===== config.mk =====
export PLATFORM = sky130hd
export DESIGN_NAME = tcw_ctrl
export DESIGN_NICKNAME = d
export VERILOG_FILES = /design/src/design/tcw_pkg.sv /design/src/design/tcw_ctrl.sv
export SDC_FILE = /design/constraint.sdc
export NUM_CORES = 1
export LEC_CHECK = 0
export ABC_AREA = 0
export BUFFER_PORTS_ARGS = -buffer_cell sky130_fd_sc_hd__buf_2
export CORE_AREA = 2 2 39 41
export CTS_BUF_LIST = sky130_fd_sc_hd__clkbuf_4 sky130_fd_sc_hd__clkbuf_8
export DETAILED_ROUTE_END_ITERATION = 7
export DIE_AREA = 0 0 41 43
export PLACE_DENSITY_LB_ADDON = 0.12
export SYNTH_ARGS = -nofsm -noshare
export SYNTH_HDL_FRONTEND = slang
export SYNTH_SLANG_ARGS = --single-unit

===== constraint.sdc =====
create_clock -name clk -period 1.5 [get_ports clk]
set_input_delay 0.3 -clock clk [delete_from_list [all_inputs] [get_ports clk]]
set_output_delay 0.3 -clock clk [all_outputs]
set_load 0.005 [all_outputs]

===== src/design/tcw_pkg.sv =====
package tcw_pkg;

  localparam int COLUMNS = 80;
  localparam int ROWS    = 25;
  localparam int CELLS   = COLUMNS * ROWS;

  localparam int RW = $clog2(ROWS);
  localparam int CW = $clog2(COLUMNS);
  localparam int AW = $clog2(CELLS);

  localparam int ROW_FW = 5;
  localparam int COL_FW = 7;
  localparam int CHAR_W = 8;
  localparam int CELL_W = 16;

  localparam logic [CHAR_W-1:0] CH_NEWLINE   = 8'd10;
  localparam logic [CHAR_W-1:0] CH_BACKSPACE = 8'd8;
  localparam logic [CHAR_W-1:0] CH_BLANK     = 8'd32;
  localparam logic [CHAR_W-1:0] COLOR_RESET  = 8'd7;

  localparam logic ACT_PUT  = 1'b0;
  localparam logic ACT_READ = 1'b1;

  localparam logic [RW-1:0] LAST_ROW  = RW'(ROWS - 1);
  localparam logic [AW-1:0] LAST_CELL = AW'(CELLS - 1);

  typedef enum logic [1:0] {
    ST_CLEAR,
    ST_IDLE,
    ST_READ,
    ST_FILL
  } ctl_state_t;

  typedef struct packed {
    logic put;
    logic read_issue;
    logic read_load;
    logic clear_wr;
    logic fill_wr;
    logic fill_start;
  } ctl_cmd_t;

  typedef struct packed {
    logic out_free;
    logic read_item;
    logic will_scroll;
    logic sweep_last;
  } dp_status_t;

endpackage


===== src/design/tcw_ctrl.sv =====
module tcw_ctrl (
  input  logic                clk,
  input  logic                rst_n,
  input  logic                in_valid,
  output logic                in_ready,
  input  tcw_pkg::dp_status_t status,
  output tcw_pkg::ctl_cmd_t   cmd
);
  import tcw_pkg::*;

  ctl_state_t state_r, state_nxt;
  logic       take;

  assign take = (state_r == ST_IDLE) && status.out_free && in_valid;

  always_ff @(posedge clk) begin
    if (!rst_n) begin
      state_r <= ST_CLEAR;
    end else begin
      state_r <= state_nxt;
    end
  end

  always_comb begin
    state_nxt = state_r;
    case (state_r)
      ST_CLEAR: begin
        if (status.sweep_last) begin
          state_nxt = ST_IDLE;
        end
      end
      ST_IDLE: begin
        if (take && status.read_item) begin
          state_nxt = ST_READ;
        end else if (take && status.will_scroll) begin
          state_nxt = ST_FILL;
        end
      end
      ST_READ: begin
        state_nxt = ST_IDLE;
      end
      ST_FILL: begin
        if (status.sweep_last) begin
          state_nxt = ST_IDLE;
        end
      end
      default: begin
        state_nxt = ST_CLEAR;
      end
    endcase
  end

  always_comb begin
    in_ready       = 1'b0;
    cmd            = '0;
    case (state_r)
      ST_CLEAR: begin
        cmd.clear_wr = 1'b1;
      end
      ST_IDLE: begin
        in_ready        = status.out_free;
        cmd.put         = take && !status.read_item;
        cmd.read_issue  = take && status.read_item;
        cmd.fill_start  = take && !status.read_item && status.will_scroll;
      end
      ST_READ: begin
        cmd.read_load = 1'b1;
      end
      ST_FILL: begin
        cmd.fill_wr = 1'b1;
      end
      default: begin
        cmd = '0;
      end
    endcase
  end

endmodule


**After elaboration in Yosys (flattened, before gate mapping)**

Cells that the tools add are included.

- Register bits: 2
- Input bits: 7
- Output and inout bits: 7

- Equal/unequal tests: 5
- Mux-type cells: 10
- Reduce and logical (&&, ||, !) cells: 10

Operators with widths:

| kind | count |
|---|---|
| $mux 2 | 4 |
| $logic_and 1x1->1 | 6 |
| $pmux 2 s3 | 1 |
| $mux 1 | 5 |
| $eq 2x2->1 const B | 2 |
| $ne 3x1->1 const B | 1 |
| $eq 2x1->1 const B | 1 |
| $logic_not 2->1 | 1 |
| $ne 2x1->1 const B | 1 |
| $reduce_and 2->1 | 1 |
| $reduce_or 2->1 | 1 |
| $logic_not 1->1 | 1 |

**Depth between registers and ports, before layout**

Gate-level depths: netlist of the first run.

- Word-level depth: 7
- Depth in mapped cells: 5

**Least setup slack after synthesis of the first run**

No wires, ideal clock.

- Kind: flip-flop to flip-flop
- From: reg state_r[0]
- To: reg state_r[1]
- Library setup time: 122 ps
- Arrival time: 1298 ps
- Required time: 1378 ps
- Slack: 80 ps
- Stages on the path, launching flop included: 6
- Buffers on the path: 0
- Clock period less this slack: 1420 ps
- Path through: dfxtp_1 > inv_1 > ha_1 > nor2_1 > a2111oi_2 > a311o_1

- Word-level cells in the longest chain between the ends: 6
- Elaborated cells between the ends (all ways): 14

Ends and longest elaborated chain:

| item | line | text |
|---|---|---|
| start: declaration | tcw_ctrl.sv:11 | `ctl_state_t state_r, state_nxt;` |
| start signal: assignment | tcw_ctrl.sv:20 | `state_r <= state_nxt;` |
| $eq 2x1->1 | tcw_ctrl.sv:14, tcw_ctrl.sv:26 |  |
| $logic_and 1x1->1 (2 in series) | tcw_ctrl.sv:14 | `assign take = (state_r == ST_IDLE) && status.out_free && in_valid;` |
| $logic_and 1x1->1, on equally long branches | tcw_ctrl.sv:33, tcw_ctrl.sv:35 |  |
| $mux 2 or $ne 3x1->1 (tied branches) | n/a |  |
| $pmux 2 s3 or $reduce_and 2->1 (tied branches) | n/a |  |

Parallel ways exist; a longest one is shown, timed or not.
A chain may end at the register's enable or synchronous reset.

**Final worst setup path of the first run**

- From: reg state_r[1]
- To: reg state_r[1]

The elaborated chain is that of the path after synthesis.

==> run summary, run 1 <==
Status - completed
Period Utilization, post-route - 0.953
Power Internal - 245 uW
Register share of total power - 0.205
WP data arrival - 1530 ps
H-tree Lvls - 1
LEAKAGE - 0.000207 uW
Largest registers - state_r: 2 flops
Final slew viol count - 0
Sw Pwr - 118 uW
Die W - 41 um
Combinational Power Share - 0.465
Mapped Area - 226 um^2
Unrepaired setup endpoints after global routing - no
Flops & latches, synth - 2
Most frequent cells in the layout - buf_2, buf_4, ha_1
CP max FO - 2
Largest net degree at the start of global routing - 5
Synthesized area per cell - 9.06 um^2
Port Buffer Count - 13
Sequential fraction of the synthesis area - 0.177
Final Critical Period - 1430 ps
# IOs - 14
HPWL after DPL - 538 um
DR DRC count - 0
Drt first pass iters - 1
Clock buffer depth - 2
Clock slew at reported path FFs - 30 ps
Reg with most FFs - state_r
Commonest non-fill, non-tap cell in the layout - buf_2
Drt wl/cell - 10.5 um
Post-DRT Antenna Nets - 0
Worst hold path class - primary input to flop
Tightest Pin Transition - 261 ps
Die area - 0.00176 mm^2
Die height - 43 um
Non-Filler Instances - 63
VDD IR max - 0.293 mV
Initial antenna violation count - 0
Power Density - 897 mW/mm^2
Antenna Cells - 0
Clk_lat worst skew - 220 ps
CTS Hold Bufs - 0
Setup violators final - 0
1st-iter DRT viols - 0
Setup tns final - 0 ps
CTS Sinks - 2
Max reg flops - 2
Switching share of power - 0.324
Max-Cap Viols - 0
Num rows - 14
Critical Path RT - 1600 ps
CP Launch Type - flop
Yosys Warn Count - 0
Clock share of power - 0.330
Routed vias - 259
Area Overhead vs Synth - 78.5%
First-pass GRT wire length - 1060 um
Hold Vio Cnt, Final - 0
Root Driver - clkbuf_4
Initial Util - 0.164
Core Area - 0.00138 mm^2
Drt total wl - 659 um
Global route total overflow - 0
Post-Synthesis Cells - 25
CTS buffer count - 3
Final Skew - 2.70 ps
Vias/cell - 4.11
Fill cells - 160
Share of layout cells above drive strength 1 - 0.723
Worst slew margin - 0.826
Final GP Congestion - 0.777
Cells after DPL - 57
Top achievable clock speed - 0.699 GHz
Syn nets - 37
Critical setup path kind - flop to flop
Total track usage - 0.0922
CTS tree - built
Number of global-route vias before repair - 282
Hold Slack - 368 ps
Final #Nets - 61
Distinct cells, synth - 13
CP Capture Type - flop
==> critical path, cell delays in order (launching register included) <==
cell and delay (ps):
dfxtp_2 320, inv_2 50, buf_4 130, ha_1 290
nor2_2 50, buf_4 130, a311o_1 340
==> power by group through the flow <==
stage          combinational (uW)  clock [uW]  sequential, uW
6_report                      169         120            74.5
3_3_place_gp                  135           0            69.9
2_1_floorplan                71.3           0            72.3
4_1_cts                       169         129            74.3
5_1_grt                       191         132            76.1
3_5_place_dp                  140           0            70.3
==> per-stage QoR <==
stage	setup WS [ps]	power, uW	utilization	instance area [um^2]
2_1_floorplan	80.5	144	-	226
3_3_place_gp	41.0	205	0.241	334
3_5_place_dp	20.7	210	0.241	334
4_1_cts	2.35	373	0.288	399
5_1_grt	10.4	399	0.292	404
6_report	70.0	363	0.292	404
==> cell families after synthesis <==
logic type / after synthesis / share of synthesized area
and+or+nand+nor: 7 / 0.204
DFF: 2 / 0.177
AOI/OAI and AO/OA: 7 / 0.276
adders and majority gates: 5 / 0.276
buffers and inverters: 4 / 0.0663
==> layout make-up <==
cell class | instances | area (um^2) | share of cell area
timing repair buffer | 19 | 110 | 0.272
clock buffer | 3 | 22.5 | 0.0557
multi-input combinational | 19 | 194 | 0.480
sequential | 2 | 42.5 | 0.105
tap | 16 | 20.0 | 0.0495
inverter | 4 | 15.0 | 0.0372
==> layer usage <==
metal,vias up,GRT usage,routed length (um)
li1,134,-,-
met1,116,0.0990,231
met2,9,0.153,381
met3,0,0,46
met4,0,0.0800,0
met5,-,0,0
==> cell usage after synthesis (all sizes together) <==
| cell type | instances | area (um^2) |
|---|---|---|
| dfxtp | 2 | 40.0 |
| and2 | 2 | 13.8 |
| o21a | 2 | 15.0 |
| inv | 4 | 15.0 |
| o211ai | 1 | 12.5 |
| a2111oi | 1 | 15.0 |
| and4 | 2 | 20.0 |
| a21oi | 2 | 10.0 |
| a311o | 1 | 10.0 |
| ha | 5 | 62.6 |
| nand3 | 1 | 5.00 |
| nor2 | 2 | 7.51 |
==> worst paths after layout <==
path               from          to  slack [ps]  depth (start not counted)
max reg2reg  state_r[1]  state_r[1]          70                          6
min               rst_n  state_r[1]         370                          2
min reg2reg  state_r[1]  state_r[1]         620                          2
max          state_r[1]  state_r[1]          70                          6
==> what timing repair did <==
action | 4_1_cts | 5_1_grt
cloned | 0 | 0
setup buffers | 3 | 0
setup endpoints to repair | 4 | 3
resized for setup | 6 | 2
pin swaps | 3 | 4
No activity file was read; power rests on OpenSTA's default activity.
==> run 2: changes to the inputs <==
PLACE_DENSITY_LB_ADDON = 0.2   (was 0.12)
SKIP_LAST_GASP = 1   (was not set)
==> run 2 against run 1 <==
- routed wire length decreased by 2.9%
- global-route usage decreased by 1.4 points
- design area is 1.5% higher
- hold slack worse by 5.9 ps
- sequential share of layout area fell by 0.16 points
- worst setup slack worse by 34 ps
- sequential power barely moved
- die area unchanged
- utilization up 0.45 points
- clock-buffer cell count did not move
- critical path depth unchanged
- clock power barely moved
==> run summary, run 2 (same netlist as run 1, synthesis figures left out) <==
Cells after DPL - 56
Final Critical Period - 1460 ps
Setup violators final - 0
Tightest Pin Transition - 292 ps
Total track usage - 0.0780
Routed vias - 285
Largest registers - state_r: 2 flops
Max reg flops - 2
CTS tree - built
Period Utilization, post-route - 0.976
CP Capture Type - primary output
Hold Slack - 362 ps
Area of the multi-input gates - 200 um^2
H-tree Lvls - 1
WP data arrival - 1160 ps
Num rows - 14
Number of global-route vias before repair - 248
Final slew viol count - 0
Drt total wl - 640 um
Root Driver - clkbuf_4
Final #Nets - 61
Post-DRT Antenna Nets - 0
Critical setup path kind - flop to primary output
VDD IR max - 0.388 mV
CP Launch Type - flop
Non-Filler Instances - 63
Top achievable clock speed - 0.683 GHz
Port Buffer Count - 13
Reg with most FFs - state_r
Initial Util - 0.164
Commonest non-fill, non-tap cell in the layout - buf_2
Unrepaired setup endpoints after global routing - yes
Core Area - 0.00138 mm^2
HPWL after DPL - 425 um
Fill cells - 159
CP max FO - 3
First-pass GRT wire length - 869 um
Status - completed
CTS buffer count - 3
Global route total overflow - 0
DR DRC count - 0
Drt first pass iters - 5
CTS Sinks - 2
Antenna Cells - 0
Max-Cap Viols - 0
Clk_lat worst skew - 220 ps
Final GP Congestion - 0.669
Worst slew margin - 0.805
Hold Vio Cnt, Final - 0
Clock slew at reported path FFs - 30 ps
Share of layout cells above drive strength 1 - 0.723
Critical Path RT - 1200 ps
Die W - 41 um
Vias/cell - 4.52
Die area - 0.00176 mm^2
Power Density - 893 mW/mm^2
Most frequent cells in the layout - buf_2, buf_4, ha_1
Worst hold path class - primary input to flop
Drt wl/cell - 10.2 um
LEAKAGE - 0.000208 uW
Initial antenna violation count - 0
Final Skew - 0.722 ps
Register area - 42.5 um^2
1st-iter DRT viols - 5
Largest net degree at the start of global routing - 5
Area Overhead vs Synth - 81.2%
Die height - 43 um
Clock buffer depth - 2
# IOs - 14
run 2: path summary, 6_finish.rpt:
| kind | from | end | cells past startpoint | slack (ps) |
|---|---|---|---|---|
| setup / recovery | state_r[1] | cmd[0] | 6 | 40 |
| hold reg to reg | state_r[1] | state_r[1] | 2 | 620 |
| setup reg to reg | state_r[0] | state_r[1] | 5 | 70 |
| hold / removal | rst_n | state_r[1] | 2 | 360 |
run 2: power by group:
group          total (uW)  leakage, uW  internal (uW)  switching, uW
Combinational         173     0.000177           91.9           81.1
Clock                 119    0.0000138           88.3           30.5
Sequential           74.5    0.0000172           64.8           9.77
Total                 366     0.000208            245            121
run 2: per-layer routing:
layer / part of all wire / wire, um / GRT usage
met5: 0 / 0 / 0
met4: 0.038 / 24 / 0.0800
met3: 0.041 / 26 / 0.0314
met2: 0.55 / 350 / 0.116
met1: 0.37 / 239 / 0.0730
run 2: layout make-up:
cell class,count,share of cell area
multi-input cells,19,0.488
repair buffers,19,0.268
flip-flops and latches,2,0.104
clock buffers,3,0.0549
well taps,16,0.0488
inverters,4,0.0366
run 2: per-stage QoR:
stage                     total power, uW  instance area [um^2]   util  setup TNS (ps)  worst slack (ps)
final                                 366                   410  0.297               0              35.7
after global routing                  396                   410  0.297           -84.6             -58.3
after CTS                             349                   373  0.269               0              9.67
after detailed placement              196                   327  0.236           -13.0             -13.0
after global placement                199                   327  0.236           -59.0             -59.0
after floorplan                       144                   226      -               0              80.5
run 2: worst max-delay path, cell delays in order, from the launching register on:
cell and delay (ps):
dfxtp_2 310, inv_2 80, ha_4 150, nand3_2 60, nor2_2 120, and2_1 120, buf_2 100
run 2: repair_timing:
item / in CTS / in global routing
pin swaps: 0 / 4
hold endpoints to repair: 0 / 0
gates cloned: 0 / 0
hold buffers: 0 / 0
resized for setup: 5 / 5
endpoints found under the setup margin: 5 / 3
buffers inserted: 1 / 3
==> run 3: changes to the inputs <==
BUFFER_PORTS_ARGS = not set   (was -buffer_cell sky130_fd_sc_hd__buf_2)
DONT_BUFFER_PORTS = 1   (was not set)
clock period = 1.7 ns   (was 1.5 ns; I/O delays follow)
==> run 3 against run 2 <==
- non-clock buffer count down 19
- cell count down 30%
- sequential share of layout area up 4.1 points
- largest cell class unchanged
- sequential power down 10%
==> run summary, run 3 (same netlist as run 1, synthesis figures left out) <==
Status - completed
Largest registers - state_r: 2 flops
VDD IR max - 0.423 mV
Routed vias - 183
Global route total overflow - 0
Number of global-route vias before repair - 172
Antenna Cells - 0
CTS Hold Bufs - 0
Hold Vio Cnt, Final - 0
Fill cells - 157
Worst hold path class - primary input to flop
Final Skew - 4.31 ps
Sequence of cells on the critical path - inv_1 -> ha_2 -> nand3_1 -> nor2_2 -> and2_1
Drt total wl - 490 um
Most frequent cells in the layout - inv_1, ha_1, clkbuf_4
LEAKAGE - 0.000114 uW
Vias/cell - 4.16
DR DRC count - 0
Final Critical Period - 1630 ps
Total track usage - 0.0641
CP Launch Type - flop
Period Utilization, post-route - 0.957
Switching share of power - 0.321
Worst slew margin - 0.823
Drt wl/cell - 11.1 um
Clk_lat worst skew - 220 ps
Power Internal - 169 uW
Area Overhead vs Synth - 22.1%
Pwr Total - 249 uW
CTS tree - built
WP buf/inv - 1
Initial Util - 0.164
Tightest Pin Transition - 265 ps
Post-CTS Setup Repair Bufs - 0
Initial antenna violation count - 0
Share of layout cells above drive strength 1 - 0.393
Setup violators final - 0
First-pass GRT wire length - 710 um
WP data arrival - 1290 ps
Die height - 43 um
1st-iter DRT viols - 2
CP max FO - 6
Combinational Power Share - 0.317
Critical setup path kind - flop to primary output
Clock share of power - 0.414
Final #Nets - 42
Largest net degree at the start of global routing - 7
Register share of total power - 0.268
HPWL after DPL - 414 um
Sw Pwr - 80.0 uW
Num rows - 14
# IOs - 14
Hold Slack - 290 ps
CP max stage cell - dfxtp_1
Critical Path RT - 1360 ps
Final slew viol count - 0
CTS buffer count - 3
Die W - 41 um
CP Capture Type - primary output
H-tree Lvls - 1
Die area - 0.00176 mm^2
Max-Cap Viols - 0
Max reg flops - 2
Root Driver - clkbuf_4
Clock slew at reported path FFs - 30 ps
Final GP Congestion - 0.648
Setup tns final - 0 ps
Reg with most FFs - state_r
Drt first pass iters - 2
Unrepaired setup endpoints after global routing - yes
CP top delay family - simple AND/OR/NAND/NOR gates
CTS Sinks - 2
WHS Path Cells - 1
Port Buffer Count - 0
Worst path depth - 5
Post-DRT Antenna Nets - 0
Power Density - 901 mW/mm^2
Worst R2R Path Depth - 5
Top achievable clock speed - 0.615 GHz
Core Area - 0.00138 mm^2
CP max stage delay - 340 ps
Clock buffer depth - 2
run 3: changes by cell type in the layout (fill, tap and decap cells not counted), sizes merged:
cell	before	now
buf	19	0
run 3: path summary, 6_finish.rpt:
| check | from | slack (ps) | end |
|---|---|---|---|
| setup / recovery | state_r[1] | 70 | cmd[0] |
| hold / removal | rst_n | 290 | state_r[1] |
| setup reg to reg | state_r[0] | 190 | state_r[1] |
| hold reg to reg | state_r[0] | 590 | state_r[0] |
run 3: final cells by class:
type	instances	area (um^2)	area share
Sequential cell	2	40.0	0.145
Tap cell	16	20.0	0.0724
Clock buffer	3	22.5	0.0814
Multi-Input combinational cell	19	179	0.647
Inverter	4	15.0	0.0543
run 3: what timing repair did:
item,in CTS,in global routing
hold endpoints to repair,0,0
gates cloned,0,0
gates resized for setup,1,2
setup endpoints to repair,1,2
pin swaps,0,0
run 3: worst reg2reg max path: stages (launching register included):
cell and delay [ps]:
dfxtp_1 410, inv_1 90, ha_1 320, nor2_2 170, a2111oi_2 70, a311o_1 320
run 3: layer usage:
metal | share of wire | global-route usage | wire [um]
met1 | 0.37 | 0.0511 | 180
met2 | 0.56 | 0.100 | 275
met3 | 0.069 | 0.0524 | 34
met4 | 0 | 0.0400 | 0
met5 | 0 | 0 | 0
run 3: per-stage QoR:
| stage | utilization | setup slack, ps | std cells | instance area (um^2) |
|---|---|---|---|---|
| 2_1_floorplan | - | 280 | 25 | 226 |
| 3_3_place_gp | 0.178 | 191 | 41 | 246 |
| 3_5_place_dp | 0.178 | 146 | 41 | 246 |
| 4_1_cts | 0.196 | 14.5 | 44 | 272 |
| 5_1_grt | 0.200 | -38.0 | 44 | 277 |
| 6_report | 0.200 | 73.0 | 44 | 277 |
run 3: power by group through the flow:
| stage | Combinational, uW | Clock (uW) | Sequential [uW] |
|---|---|---|---|
| global route | 89.0 | 113 | 68.7 |
| finish | 79.1 | 103 | 66.9 |
| global placement | 74.7 | 0 | 66.8 |
| floorplan | 62.9 | 0 | 63.8 |
| CTS | 77.6 | 111 | 66.7 |
| detailed placement | 76.1 | 0 | 67.2 |
